File: config.mk
export PLATFORM = sky130hd
export DESIGN_NAME = alert_blink_code_generator_top
export DESIGN_NICKNAME = d
export VERILOG_FILES = /design/src/sv/abcg_pkg.sv /design/src/sv/abcg_classify.sv /design/src/sv/abcg_blink.sv /design/src/sv/alert_blink_code_generator_top.sv
export SDC_FILE = /design/constraint.sdc
export NUM_CORES = 1
export LEC_CHECK = 0
export ABC_AREA = 1
export BUFFER_PORTS_ARGS = -buffer_cell sky130_fd_sc_hd__buf_4
export CAP_MARGIN = 10
export CORE_UTILIZATION = 58
export DETAILED_ROUTE_END_ITERATION = 8
export MAX_ROUTING_LAYER = met4
export PLACE_DENSITY_LB_ADDON = 0.3
export SETUP_SLACK_MARGIN = 0.5
export SLEW_MARGIN = 20
export SYNTH_ARGS = -nofsm -noshare
export SYNTH_HDL_FRONTEND = slang
export SYNTH_SLANG_ARGS = --single-unit
File: constraint.sdc
create_clock -name clk -period 4.6 [get_ports clk]
set_input_delay 1.38 -clock clk [delete_from_list [all_inputs] [get_ports clk]]
set_output_delay 1.38 -clock clk [all_outputs]
set_load 0.05 [all_outputs]
File: src/sv/abcg_pkg.sv
`default_nettype none

package abcg_pkg;

  // elapsed-time counter width
  localparam int TIMER_BITS = 16;

  // field widths
  localparam int PH_W    = 11;
  localparam int TEMP_W  = 12;
  localparam int TICKS_W = 16;
  localparam int LEVEL_W = 2;

  // configuration register map (index = byte address / 4)
  localparam int CFG_ADDR_W = 5;
  localparam int CFG_IDX_W  = 3;
  localparam logic [CFG_IDX_W-1:0] REG_PH_LOW     = 3'd0;
  localparam logic [CFG_IDX_W-1:0] REG_PH_HIGH    = 3'd1;
  localparam logic [CFG_IDX_W-1:0] REG_TEMP_LIMIT = 3'd2;
  localparam logic [CFG_IDX_W-1:0] REG_PULSE      = 3'd3;
  localparam logic [CFG_IDX_W-1:0] REG_CYCLE      = 3'd4;

  // reset values of the configuration registers
  localparam logic [PH_W-1:0]    PH_LOW_RST     = 11'd600;
  localparam logic [PH_W-1:0]    PH_HIGH_RST    = 11'd800;
  localparam logic [TEMP_W-1:0]  TEMP_LIMIT_RST = 12'd300;
  localparam logic [TICKS_W-1:0] PULSE_RST      = 16'd100;
  localparam logic [TICKS_W-1:0] CYCLE_RST      = 16'd1000;

  // alert level codes
  localparam logic [LEVEL_W-1:0] LEVEL_NONE = 2'd0;

  typedef logic [TIMER_BITS-1:0] timer_t;

  typedef struct packed {
    logic [PH_W-1:0]    ph_low_limit;
    logic [PH_W-1:0]    ph_high_limit;
    logic [TEMP_W-1:0]  temp_alert_limit;
    logic [TICKS_W-1:0] pulse_ticks;
    logic [TICKS_W-1:0] cycle_ticks;
  } abcg_cfg_t;

  // one tick moving into the blink sequencer
  typedef struct packed {
    logic               fire;
    logic [LEVEL_W-1:0] level;
  } abcg_step_t;

  // result of one tick
  typedef struct packed {
    logic               led_lit;
    logic [LEVEL_W-1:0] alert_level;
  } abcg_res_t;

endpackage

`default_nettype wire

File: src/sv/abcg_classify.sv
`default_nettype none

module abcg_classify
  import abcg_pkg::*;
(
  input  wire abcg_cfg_t          cfg,
  input  wire logic [PH_W-1:0]    ph_reading,
  input  wire logic [TEMP_W-1:0]  temp_reading,
  output logic      [LEVEL_W-1:0] level
);

  logic ph_bad;
  logic temp_bad;

  // window check on ph, signed limit check on temperature
  always_comb begin
    ph_bad   = (ph_reading < cfg.ph_low_limit) || (ph_reading > cfg.ph_high_limit);
    temp_bad = $signed(temp_reading) > $signed(cfg.temp_alert_limit);
    level    = {temp_bad, ph_bad};
  end

endmodule

`default_nettype wire

File: src/sv/abcg_blink.sv
`default_nettype none

module abcg_blink
  import abcg_pkg::*;
(
  input  wire             clk,
  input  wire             rst_n,
  input  wire abcg_cfg_t  cfg,
  input  wire abcg_step_t step,
  output abcg_res_t       res
);

  localparam timer_t TIMER_MAX = '1;

  logic [LEVEL_W-1:0] level_r, level_nxt;
  logic               lamp_r, lamp_nxt;
  logic [LEVEL_W-1:0] pulses_r, pulses_nxt;
  timer_t             toggle_r, toggle_nxt;
  timer_t             cycle_r, cycle_nxt;
  logic               toggle_due;
  logic               cycle_due;

  // state registers, updated once per tick
  always_ff @(posedge clk) begin
    if (!rst_n) begin
      level_r  <= LEVEL_NONE;
      lamp_r   <= 1'b0;
      pulses_r <= '0;
      toggle_r <= '0;
      cycle_r  <= '0;
    end else if (step.fire) begin
      level_r  <= level_nxt;
      lamp_r   <= lamp_nxt;
      pulses_r <= pulses_nxt;
      toggle_r <= toggle_nxt;
      cycle_r  <= cycle_nxt;
    end
  end

  // saturating advance, level change restart, then blink sequencing
  always_comb begin
    level_nxt  = level_r;
    lamp_nxt   = lamp_r;
    pulses_nxt = pulses_r;
    toggle_nxt = (toggle_r == TIMER_MAX) ? TIMER_MAX : toggle_r + 1'b1;
    cycle_nxt  = (cycle_r == TIMER_MAX) ? TIMER_MAX : cycle_r + 1'b1;

    if (step.level != level_r) begin
      level_nxt  = step.level;
      lamp_nxt   = 1'b0;
      pulses_nxt = '0;
      toggle_nxt = '0;
      cycle_nxt  = '0;
    end

    toggle_due = 33'(toggle_nxt) >= 33'(cfg.pulse_ticks);
    cycle_due  = 33'(cycle_nxt) >= 33'(cfg.cycle_ticks);

    if (level_nxt != LEVEL_NONE) begin
      if (lamp_nxt) begin
        if (toggle_due) begin
          lamp_nxt   = 1'b0;
          toggle_nxt = '0;
        end
      end else if (pulses_nxt < level_nxt) begin
        if (toggle_due) begin
          lamp_nxt   = 1'b1;
          pulses_nxt = pulses_nxt + 1'b1;
          toggle_nxt = '0;
        end
      end else if (cycle_due) begin
        pulses_nxt = '0;
        cycle_nxt  = '0;
      end
    end else begin
      lamp_nxt = 1'b0;
    end

    res.led_lit     = lamp_nxt;
    res.alert_level = level_nxt;
  end

endmodule

`default_nettype wire

File: src/sv/alert_blink_code_generator_top.sv
// path: each accepted input beat is held in the input register, then its result in the result register
// throughput: one tick per cycle while the result side takes beats; each tick updates the blink state in one pass
//   between the input register and the result register
// backpressure on the result side stalls both registers in place
// reset: synchronous active-low rst_n clears state, empties both registers and
//   restores the configuration registers to their defaults
`default_nettype none

module alert_blink_code_generator_top
  import abcg_pkg::*;
(
  input  wire                    clk,
  input  wire                    rst_n,
  // input stream
  input  wire                    in_tvalid,
  output logic                   in_tready,
  input  wire  [23:0]            in_tdata,     // ph_reading[10:0], temp_reading[22:11], pad
  // result stream
  output logic                   out_tvalid,
  input  wire                    out_tready,
  output logic [7:0]             out_tdata,    // led_lit[0], alert_level[2:1], pad
  // configuration
  input  wire                    cfg_psel,
  input  wire                    cfg_penable,
  input  wire                    cfg_pwrite,
  input  wire  [CFG_ADDR_W-1:0]  cfg_paddr,
  input  wire  [31:0]            cfg_pwdata,
  output logic [31:0]            cfg_prdata,
  output logic                   cfg_pready
);

  abcg_cfg_t          cfg_r;
  logic               cfg_wr;
  logic [CFG_IDX_W-1:0] cfg_idx;

  logic               in_valid_r;
  logic [PH_W-1:0]    in_ph_r;
  logic [TEMP_W-1:0]  in_temp_r;

  logic               out_valid_r;
  abcg_res_t          out_res_r;

  logic               out_free;
  logic               fire;
  logic [LEVEL_W-1:0] level;
  abcg_step_t         step;
  abcg_res_t          res;

  // configuration register file
  assign cfg_pready = 1'b1;
  assign cfg_idx    = cfg_paddr[CFG_ADDR_W-1:2];
  assign cfg_wr     = cfg_psel && cfg_penable && cfg_pwrite && cfg_pready;

  always_ff @(posedge clk) begin
    if (!rst_n) begin
      cfg_r.ph_low_limit     <= PH_LOW_RST;
      cfg_r.ph_high_limit    <= PH_HIGH_RST;
      cfg_r.temp_alert_limit <= TEMP_LIMIT_RST;
      cfg_r.pulse_ticks      <= PULSE_RST;
      cfg_r.cycle_ticks      <= CYCLE_RST;
    end else if (cfg_wr) begin
      unique case (cfg_idx)
        REG_PH_LOW:     cfg_r.ph_low_limit     <= cfg_pwdata[PH_W-1:0];
        REG_PH_HIGH:    cfg_r.ph_high_limit    <= cfg_pwdata[PH_W-1:0];
        REG_TEMP_LIMIT: cfg_r.temp_alert_limit <= cfg_pwdata[TEMP_W-1:0];
        REG_PULSE:      cfg_r.pulse_ticks      <= cfg_pwdata[TICKS_W-1:0];
        REG_CYCLE:      cfg_r.cycle_ticks      <= cfg_pwdata[TICKS_W-1:0];
        default: ;
      endcase
    end
  end

  // register read-back
  always_comb begin
    unique case (cfg_idx)
      REG_PH_LOW:     cfg_prdata = 32'(cfg_r.ph_low_limit);
      REG_PH_HIGH:    cfg_prdata = 32'(cfg_r.ph_high_limit);
      REG_TEMP_LIMIT: cfg_prdata = 32'(cfg_r.temp_alert_limit);
      REG_PULSE:      cfg_prdata = 32'(cfg_r.pulse_ticks);
      REG_CYCLE:      cfg_prdata = 32'(cfg_r.cycle_ticks);
      default:        cfg_prdata = '0;
    endcase
  end

  // handshake: a tick moves on when the result register is free or draining
  assign out_free  = !out_valid_r || out_tready;
  assign fire      = in_valid_r && out_free;
  assign in_tready = !in_valid_r || out_free;

  // input register
  always_ff @(posedge clk) begin
    if (!rst_n) begin
      in_valid_r <= 1'b0;
    end else if (in_tready) begin
      in_valid_r <= in_tvalid;
    end
  end

  always_ff @(posedge clk) begin
    if (in_tready && in_tvalid) begin
      in_ph_r   <= in_tdata[PH_W-1:0];
      in_temp_r <= in_tdata[PH_W+TEMP_W-1:PH_W];
    end
  end

  // classification and blink sequencing
  abcg_classify u_classify (
    .cfg          (cfg_r),
    .ph_reading   (in_ph_r),
    .temp_reading (in_temp_r),
    .level        (level)
  );

  assign step = {fire, level};

  abcg_blink u_blink (
    .clk   (clk),
    .rst_n (rst_n),
    .cfg   (cfg_r),
    .step  (step),
    .res   (res)
  );

  // result register
  always_ff @(posedge clk) begin
    if (!rst_n) begin
      out_valid_r <= 1'b0;
    end else if (out_free) begin
      out_valid_r <= fire;
    end
  end

  always_ff @(posedge clk) begin
    if (fire) begin
      out_res_r <= res;
    end
  end

  assign out_tvalid = out_valid_r;
  assign out_tdata  = {5'b0, out_res_r.alert_level, out_res_r.led_lit};

endmodule

`default_nettype wire

==> impl_metrics.ini, run 1 <==
[logic_synthesis]
synthAdderAreaFrac_pct = 10.8
synth-seq-area-share_pct = 36.6
synth_edf_count = 26
syn_inst = 1019
dominantRegCellSynth = dfxtp_1
ys_types = 53
synth_mux_area_share_pct = 0
netlist_area_um2 = 7890
synth_compound_gate_area_share_pct = 19.6
ys_warn_count = 0
ys_ff_latch = 131
yosys.area_share.simple_pct = 19.7
synth_xor_area_share_pct = 1.67
synth_top_family_by_area = simple AND/OR/NAND/NOR gates
synth.avg_cell_area_um2 = 7.74
ys_async_sr_fraction_pct = 0

[final_layout]
n_antenna_cell = 0
nets = 1224
drive_gt1_share_pct = 19.4
area_delta_synth_final_pct = 18.5
n_fill_cell = 1035
final_cell_mix = inv_1, nand2_1, a21oi_1
final_common_cell = inv_1

[global_route]
grt_first_pass_wirelength_um = 33100
grt_use_total_pct = 30.8
first_global_vias = 6611
overflow = 0
antenna_found_initial = 0
grt_max_degree = 61

[floorplan]
die_area_um2 = 14100
start_util_pct = 59.6
die_y_um = 119
core_um2 = 13200
pin_count = 111
fp-row-count = 42
chipWidth_um = 119

[routing]
detail_route.wl_per_cell_um = 16.2
vias_per_cell = 5.68
ant_nets = 0
dr.pass1.iters = 8
vias = 7250
wirelength_um = 20700
drc = 0
dr.first_iter.drc_count = 756

[cts]
htreeDepth = 4
cts.clk_slew.worst_paths_ns = 0.06
clockBufferDepth = 2
clk_latency_ns = 0.43
cts_tree = yes
clock_sinks = 131
numCtsBuffers = 17
clockRootBuffer = clkbuf_16

[power_and_ir_drop]
p_leak_nw = 3.99
powerDensity_nw_per_um2 = 320
fin_total_pwr_mw = 2.99
ir_worst_vdd_uv = 251

[sta]
worst_pin_slew_ns = 1.02
skew_ns = 0.00720
maxSlewViolCount = 0
fmax_mhz = 243
rsz0062_at_grt = yes
setup_tns_ns = 0
setup-violations-final = 0
slew_headroom_pct = 31.8
post-route-min-period_ns = 4.12
hold_viol = 0
finalCritPeriodShare_pct = 89.6

[place]
dp_hpwl_um = 14000
port_buffers = 69
routabilityCongestion = 0.925

[worst_setup_path]
cp-start-kind = input port
endpoint_kind = output port
cp_data_required_time_ns = 3.22
crit_arrival_ns = 2.74
cp_max_fo = 12
critical_path_class = input port to output port

[job]
cap_violations = 0

[min_path]
hp-class = register to register

[status]
status = finished clean
## final cells by class
| class | count | area [µm²] | area share [%] |
|---|---|---|---|
| sequential | 131 | 2880 | 30.8 |
| tap | 176 | 220 | 2.36 |
| inverter | 156 | 593 | 6.34 |
| clock buffer | 19 | 433 | 4.63 |
| timing repair buffer | 85 | 649 | 6.95 |
| clock inverter | 13 | 183 | 1.95 |
| multi-input combinational | 697 | 4390 | 46.9 |
## power breakdown
part	internal (mW)	switching, mW	total, mW	leakage, nW
Sequential	1.20	0.0137	1.21	1.10
Clock	0.905	0.522	1.43	0.293
Combinational	0.105	0.248	0.353	2.60
## routing by layer
layer  GRT usage (%)  vias to the layer above  wire (µm)
met5               -                        -          0
met4            10.8                        0        471
met3            5.84                       48       1720
met2            47.9                      328       9730
met1            40.1                     3341       8820
li1                -                     3533          -
## worst max-delay path, cell delays in order
cell	delay [ns]
buf_4	0.10
nor2_1	0.04
inv_1	0.07
nor2_1	0.06
inv_2	0.21
o22ai_1	0.14
a221oi_1	0.28
o21ai_0	0.21
buf_4	0.24
## metrics by stage
step,setup WS (ns),instances,hold slack [ns],util (%),instance area [µm²]
2_1_floorplan,0.275,1039,0.450,-,7990
3_3_place_gp,0.340,1240,0.473,64.1,8490
3_5_place_dp,0.343,1240,0.477,64.1,8490
4_1_cts,0.465,1272,0.486,69.0,9130
5_1_grt,0.383,1277,0.506,70.6,9350
6_report,0.477,1277,0.488,70.6,9350
## cell usage after synthesis (all sizes together) (2+ instances only)
| master | instances | share of area, % |
|---|---|---|
| dfxtp | 105 | 27 |
| a21oi | 123 | 8.3 |
| nand3 | 46 | 3.7 |
| a211oi | 2 | 0.25 |
| nor2 | 62 | 3.1 |
| ha | 68 | 11 |
| o21ai | 94 | 6.0 |
| o22ai | 14 | 1.1 |
| nand4 | 15 | 1.4 |
| o2111ai | 2 | 0.22 |
| clkinv | 2 | 0.11 |
| xor2 | 9 | 1.0 |
| nor3 | 16 | 1.2 |
| nand2 | 171 | 9.2 |
| a31oi | 7 | 0.79 |
| clkbuf | 27 | 1.3 |
| conb | 2 | 0.095 |
| buf | 29 | 2.9 |
| nand3b | 2 | 0.35 |
| a221oi | 10 | 1.1 |
| xnor2 | 6 | 0.67 |
| o211ai | 13 | 1.2 |
| edfxtp | 26 | 9.9 |
| inv | 154 | 7.3 |
| a21o | 2 | 0.19 |
| or2 | 5 | 0.40 |
## cell families after synthesis
family                   count (synthesis)
buffers and inverters                  212
adder cells (fa/ha/maj)                 68
other                                    2
AND/OR/NAND/NOR                        320
AO/OA/AOI/OAI                          271
XOR/XNOR                                15
flip-flops                             131
## worst paths after layout
check / startpoint / end / slack, ns / cells past startpoint
setup / recovery: cfg_paddr[3] / cfg_prdata[9] / 0.48 / 9
hold / removal: u_blink.toggle_r[15] / u_blink.toggle_r[15] / 0.49 / 2
setup reg to reg: in_ph_r[10] / u_blink.toggle_r[4] / 0.64 / 30
hold reg to reg: u_blink.toggle_r[15] / u_blink.toggle_r[15] / 0.49 / 2
## registers in the layout (all words and copies together), names as in the netlist
name,count
cfg_r,66
u_blink.cycle_r,16
u_blink.toggle_r,16
in_temp_r,12
in_ph_r,11
out_tdata,3
u_blink.level_r,2
u_blink.pulses_r,2
in_valid_r,1
out_tvalid,1
u_blink.lamp_r,1
## what timing repair did
item,in CTS,in global routing
buffers inserted,0,4
endpoints found under the setup margin,43,46
pin swaps,0,9
hold buffers,0,0
gates resized for setup,8,38
gates cloned,0,1
(Power assumes the default switching activity.)
==> run 2: changes to the inputs <==
==> constraint.sdc (replaced) <==
create_clock -name clk -period 4.6 [get_ports clk]
set_input_delay 1.38 -clock clk [delete_from_list [all_inputs] [get_ports clk]]
set_output_delay 1.38 -clock clk [all_outputs]
set_load 0.005 [all_outputs]
==> impl_metrics.ini, run 2 (synthesized netlist as in run 1, its figures left out) <==
[sta]
slew_headroom_pct = 28.5
maxSlewViolCount = 0
skew_ns = 0.00802
setup_tns_ns = 0
hold-worst-slack_ns = 0.486
fmax_mhz = 246
setup-violations-final = 0
setup_ws_ns = 0.543
finalCritPeriodShare_pct = 88.2
hold_viol = 0
rsz0062_at_grt = no
worst_pin_slew_ns = 1.07
post-route-min-period_ns = 4.06

[cts]
cts-hold-fix-buffers = 0
htreeDepth = 4
numCtsBuffers = 17
cts.clk_slew.worst_paths_ns = 0.06
clockBufferDepth = 2
clk_latency_ns = 0.42
cts_tree = yes
clock_sinks = 131
clockRootBuffer = clkbuf_16

[routing]
dr.first_iter.drc_count = 529
drc = 0
wirelength_um = 20400
vias_per_cell = 5.63
vias = 7190
dr.pass1.iters = 8
ant_nets = 0
detail_route.wl_per_cell_um = 15.9

[worst_setup_path]
cp-start-kind = input port
max_stage_delay_ns = 0.29
cp_data_required_time_ns = 3.22
critical_path_class = input port to output port
crit_buf_inv = 4
path_delay_family = buffers and inverters
crit_chain = buf_4 > nor3_2 > inv_2 > buf_4 > o22ai_1 > a221oi_1 > o21ai_0 > buf_4
crit_arrival_ns = 2.68
endpoint_kind = output port
crit_top_cell = buf_4
cp_max_fo = 7
slowest_stage = nor3_2

[min_path]
hp-class = register to register

[global_route]
grt_max_degree = 60
antenna_found_initial = 1
overflow = 0
grt_use_total_pct = 30.2
grt_first_pass_wirelength_um = 32500
first_global_vias = 6692

[floorplan]
die_y_um = 119
pin_count = 111
core_um2 = 13200
chipWidth_um = 119
fp-row-count = 42
start_util_pct = 59.6
die_area_um2 = 14100

[place]
port_buffers = 69
routabilityCongestion = 0.943
place_ws_ns = 0.303
dp_hpwl_um = 14100
dp.cells = 1240

[final_layout]
n_fill_cell = 1077
nets = 1224
largest_reg_flops = 66
fin_util_pct = 70.1
area_delta_synth_final_pct = 17.7
instances_no_fill = 1278
regMostFlops = cfg_r
final_common_cell = inv_1
largestRegisters = cfg_r: 66 flops, u_blink.cycle_r: 16 flops, u_blink.toggle_r: 16 flops
final_cell_mix = inv_1, nand2_1, a21oi_1
drive_gt1_share_pct = 19.0

[power_and_ir_drop]
ir_worst_vdd_uv = 278
p_leak_nw = 3.98
powerDensity_nw_per_um2 = 312

[status]
status = finished clean

[job]
cap_violations = 0
[run 2: cell types whose count changed in the layout (fill, tap and decap cells not counted), sizes merged]
cell / before / now
buf: 85 / 86
bufinv: 4 / 3
clkbuf: 19 / 20
clkinv: 7 / 6
clkinvlp: 2 / 3
diode: 0 / 1
nand2: 172 / 171
[run 2: what timing repair did]
item | 4_1_cts | 5_1_grt
setup endpoints to repair | 26 | 43
pin swaps | 0 | 13
buffers inserted | 0 | 5
gates resized for setup | 10 | 31
cloned | 0 | 0
[run 2: where the power goes]
group	switching, mW	total (mW)	internal (mW)
Combinational	0.183	0.288	0.105
Sequential	0.0142	1.21	1.20
Clock	0.525	1.39	0.868
Total	0.722	2.89	2.17
[run 2: final cells by class]
cell class	count	area, µm²	area share [%]
diodes	1	2.50	0.0270
clock buffers	20	447	4.81
clock inverters	12	158	1.70
inverters	156	601	6.47
multi-input cells	696	4320	46.6
flip-flops and latches	131	2880	31.1
well taps	176	220	2.37
repair buffers	86	649	7.00
[run 2: stage by stage]
step                      total power [mW]  cell area, µm²
after floorplan                       1.41            7960
after global placement                1.49            8460
after detailed placement              1.50            8460
after CTS                             2.88            9100
after global routing                  2.97            9280
final                                 2.89            9280
[run 2: per-layer routing]
layer	up-vias	track usage (%)	wire (µm)
met1	3303	37.6	8930
li1	3535	-	-
met5	-	-	0
met4	0	13.3	690
met2	285	47.3	9340
met3	67	6.18	1390
[run 2: worst paths after layout]
| check | from | endpoint | slack, ns | depth (start not counted) |
|---|---|---|---|---|
| setup reg to reg | in_ph_r[8] | u_blink.toggle_r[1] | 0.71 | 24 |
| setup / recovery | cfg_paddr[4] | cfg_prdata[10] | 0.54 | 8 |
| hold / removal | u_blink.toggle_r[15] | u_blink.toggle_r[15] | 0.49 | 2 |
| hold reg to reg | u_blink.toggle_r[15] | u_blink.toggle_r[15] | 0.49 | 2 |
[run 2: worst reg2reg max path, stage by stage, from the launching register on]
cell	delay, ns
edfxtp_1	0.45
buf_4	0.17
ha_1	0.30
nand2_1	0.06
nor2_1	0.15
nand3_1	0.13
nand3_2	0.17
nand3_1	0.14
nand2_4	0.11
inv_2	0.05
nor2_4	0.16
inv_6	0.11
a21oi_1	0.28
ha_1	0.30
nand2_1	0.10
nor2_1	0.07
nand2_1	0.08
o211ai_1	0.09
nand2_1	0.12
nand3_4	0.12
nand2_1	0.12
nand2_2	0.10
nand2_8	0.15
nand3_1	0.13
a21oi_2	0.15
==> run 3: changes to the inputs <==
--- a/config.mk
+++ b/config.mk
@@ -8,10 +8,12 @@
 export ABC_AREA = 1
 export BUFFER_PORTS_ARGS = -buffer_cell sky130_fd_sc_hd__buf_4
 export CAP_MARGIN = 10
+export CORE_MARGIN = 3
 export CORE_UTILIZATION = 58
 export DETAILED_ROUTE_END_ITERATION = 8
 export MAX_ROUTING_LAYER = met4
 export PLACE_DENSITY_LB_ADDON = 0.3
+export RECOVER_POWER = 25
 export SETUP_SLACK_MARGIN = 0.5
 export SLEW_MARGIN = 20
 export SYNTH_ARGS = -nofsm -noshare
==> impl_metrics.ini, run 3 (synthesized netlist as in run 1, its figures left out) <==
[worst_setup_path]
crit_arrival_ns = 2.80
cp-start-kind = input port
cp_max_fo = 12
cp_data_required_time_ns = 3.22
critical_path_class = input port to output port
endpoint_kind = output port

[floorplan]
die_y_um = 123
start_util_pct = 60.8
die_area_um2 = 15000
pin_count = 111
chipWidth_um = 123
fp-row-count = 41
core_um2 = 13000

[routing]
dr.pass1.iters = 5
wirelength_um = 21200
ant_nets = 0
drc = 0
dr.first_iter.drc_count = 684
vias = 7284
vias_per_cell = 5.72
detail_route.wl_per_cell_um = 16.7

[job]
cap_violations = 1

[global_route]
grt_use_total_pct = 28.8
grt_first_pass_wirelength_um = 32600
grt_max_degree = 61
overflow = 0
first_global_vias = 6589
antenna_found_initial = 0

[power_and_ir_drop]
ir_worst_vdd_uv = 327
p_leak_nw = 3.97
fin_total_pwr_mw = 2.91
powerDensity_nw_per_um2 = 315

[sta]
setup-violations-final = 0
fmax_mhz = 239
maxSlewViolCount = 47
worst_pin_slew_ns = 1.79
hold-worst-slack_ns = 0.485
skew_ns = 0.0117
slew_headroom_pct = -19.6
post-route-min-period_ns = 4.18
hold_viol = 0
setup_tns_ns = 0
rsz0062_at_grt = yes
finalCritPeriodShare_pct = 90.9

[final_layout]
area_delta_synth_final_pct = 17.3
final_common_cell = nand2_1
largestRegisters = cfg_r: 66 flops, u_blink.cycle_r: 16 flops, u_blink.toggle_r: 16 flops
nets = 1224
final_cell_mix = nand2_1, inv_1, a21oi_1
n_antenna_cell = 0
drive_gt1_share_pct = 18.3
largest_reg_flops = 66
regMostFlops = cfg_r

[cts]
cts_tree = yes
htreeDepth = 4
clock_sinks = 131
clockBufferDepth = 2
clockRootBuffer = clkbuf_16
cts.clk_slew.worst_paths_ns = 0.06
clk_latency_ns = 0.44
numCtsBuffers = 17
cts-hold-fix-buffers = 0

[status]
violations = capacitance limit, slew limit
status = finished, violations left

[place]
port_buffers = 69
dp_hpwl_um = 14700
routabilityCongestion = 1.01

[min_path]
hp-class = register to register
[run 3: cell count changes in the layout (fill, tap and decap cells not counted), moves of 3 or more]
cell	before	now
nor2_2	3	7
buf_4	85	52
a221oi_2	6	3
nand2_1	146	149
a221oi_1	4	7
clkbuf_4	0	28
[run 3: power by group]
group / internal (mW) / switching [mW] / leakage, nW
sequential: 1.20 / 0.0139 / 1.10
combinational: 0.102 / 0.182 / 2.56
clock: 0.867 / 0.547 / 0.301
[run 3: final cells by class]
type / count / area, µm²
Timing Repair Buffer: 85 / 628
Clock buffer: 19 / 475
Sequential cell: 131 / 2880
Inverter: 156 / 602
Fill cell: 1031 / 3730
Multi-Input combinational cell: 697 / 4300
Clock inverter: 13 / 144
Tap cell: 172 / 215
[run 3: critical path: stages]
cell        delay (ns)
clkbuf_1          0.12
nor3_1            0.21
buf_4             0.17
clkinvlp_4        0.23
o22ai_1           0.27
a221oi_1          0.11
o21ai_1           0.17
buf_4             0.15
[run 3: through the flow]
step	instances	area [µm²]	setup WS [ns]	utilization, %
floorplan	1039	7960	0.875	-
global placement	1234	8440	0.282	65.0
detailed placement	1234	8440	0.231	65.0
CTS	1267	9080	0.483	70.0
global route	1273	9250	0.294	71.3
finish	1273	9250	0.419	71.3
[run 3: routing by layer]
layer	wire, µm	track usage, %	part of all wire (%)
met3	1620	5.48	7.6
met2	10000	44.3	47
met1	9080	38.0	43
met4	522	10.6	2.5
met5	0	-	0
[run 3: final timing paths]
check / start / end / slack, ns / depth (start not counted)
hold reg to reg: cfg_r[63] / cfg_r[63] / 0.48 / 2
setup reg to reg: in_ph_r[8] / u_blink.cycle_r[3] / 0.57 / 22
hold / removal: cfg_r[63] / cfg_r[63] / 0.48 / 2
setup / recovery: cfg_paddr[4] / cfg_prdata[1] / 0.42 / 8
[run 3: timing repair]
action,4_1_cts,5_1_grt
pin swaps,0,9
cloned,0,1
setup buffers,1,5
resized for setup,5,32
setup endpoints to repair,43,43
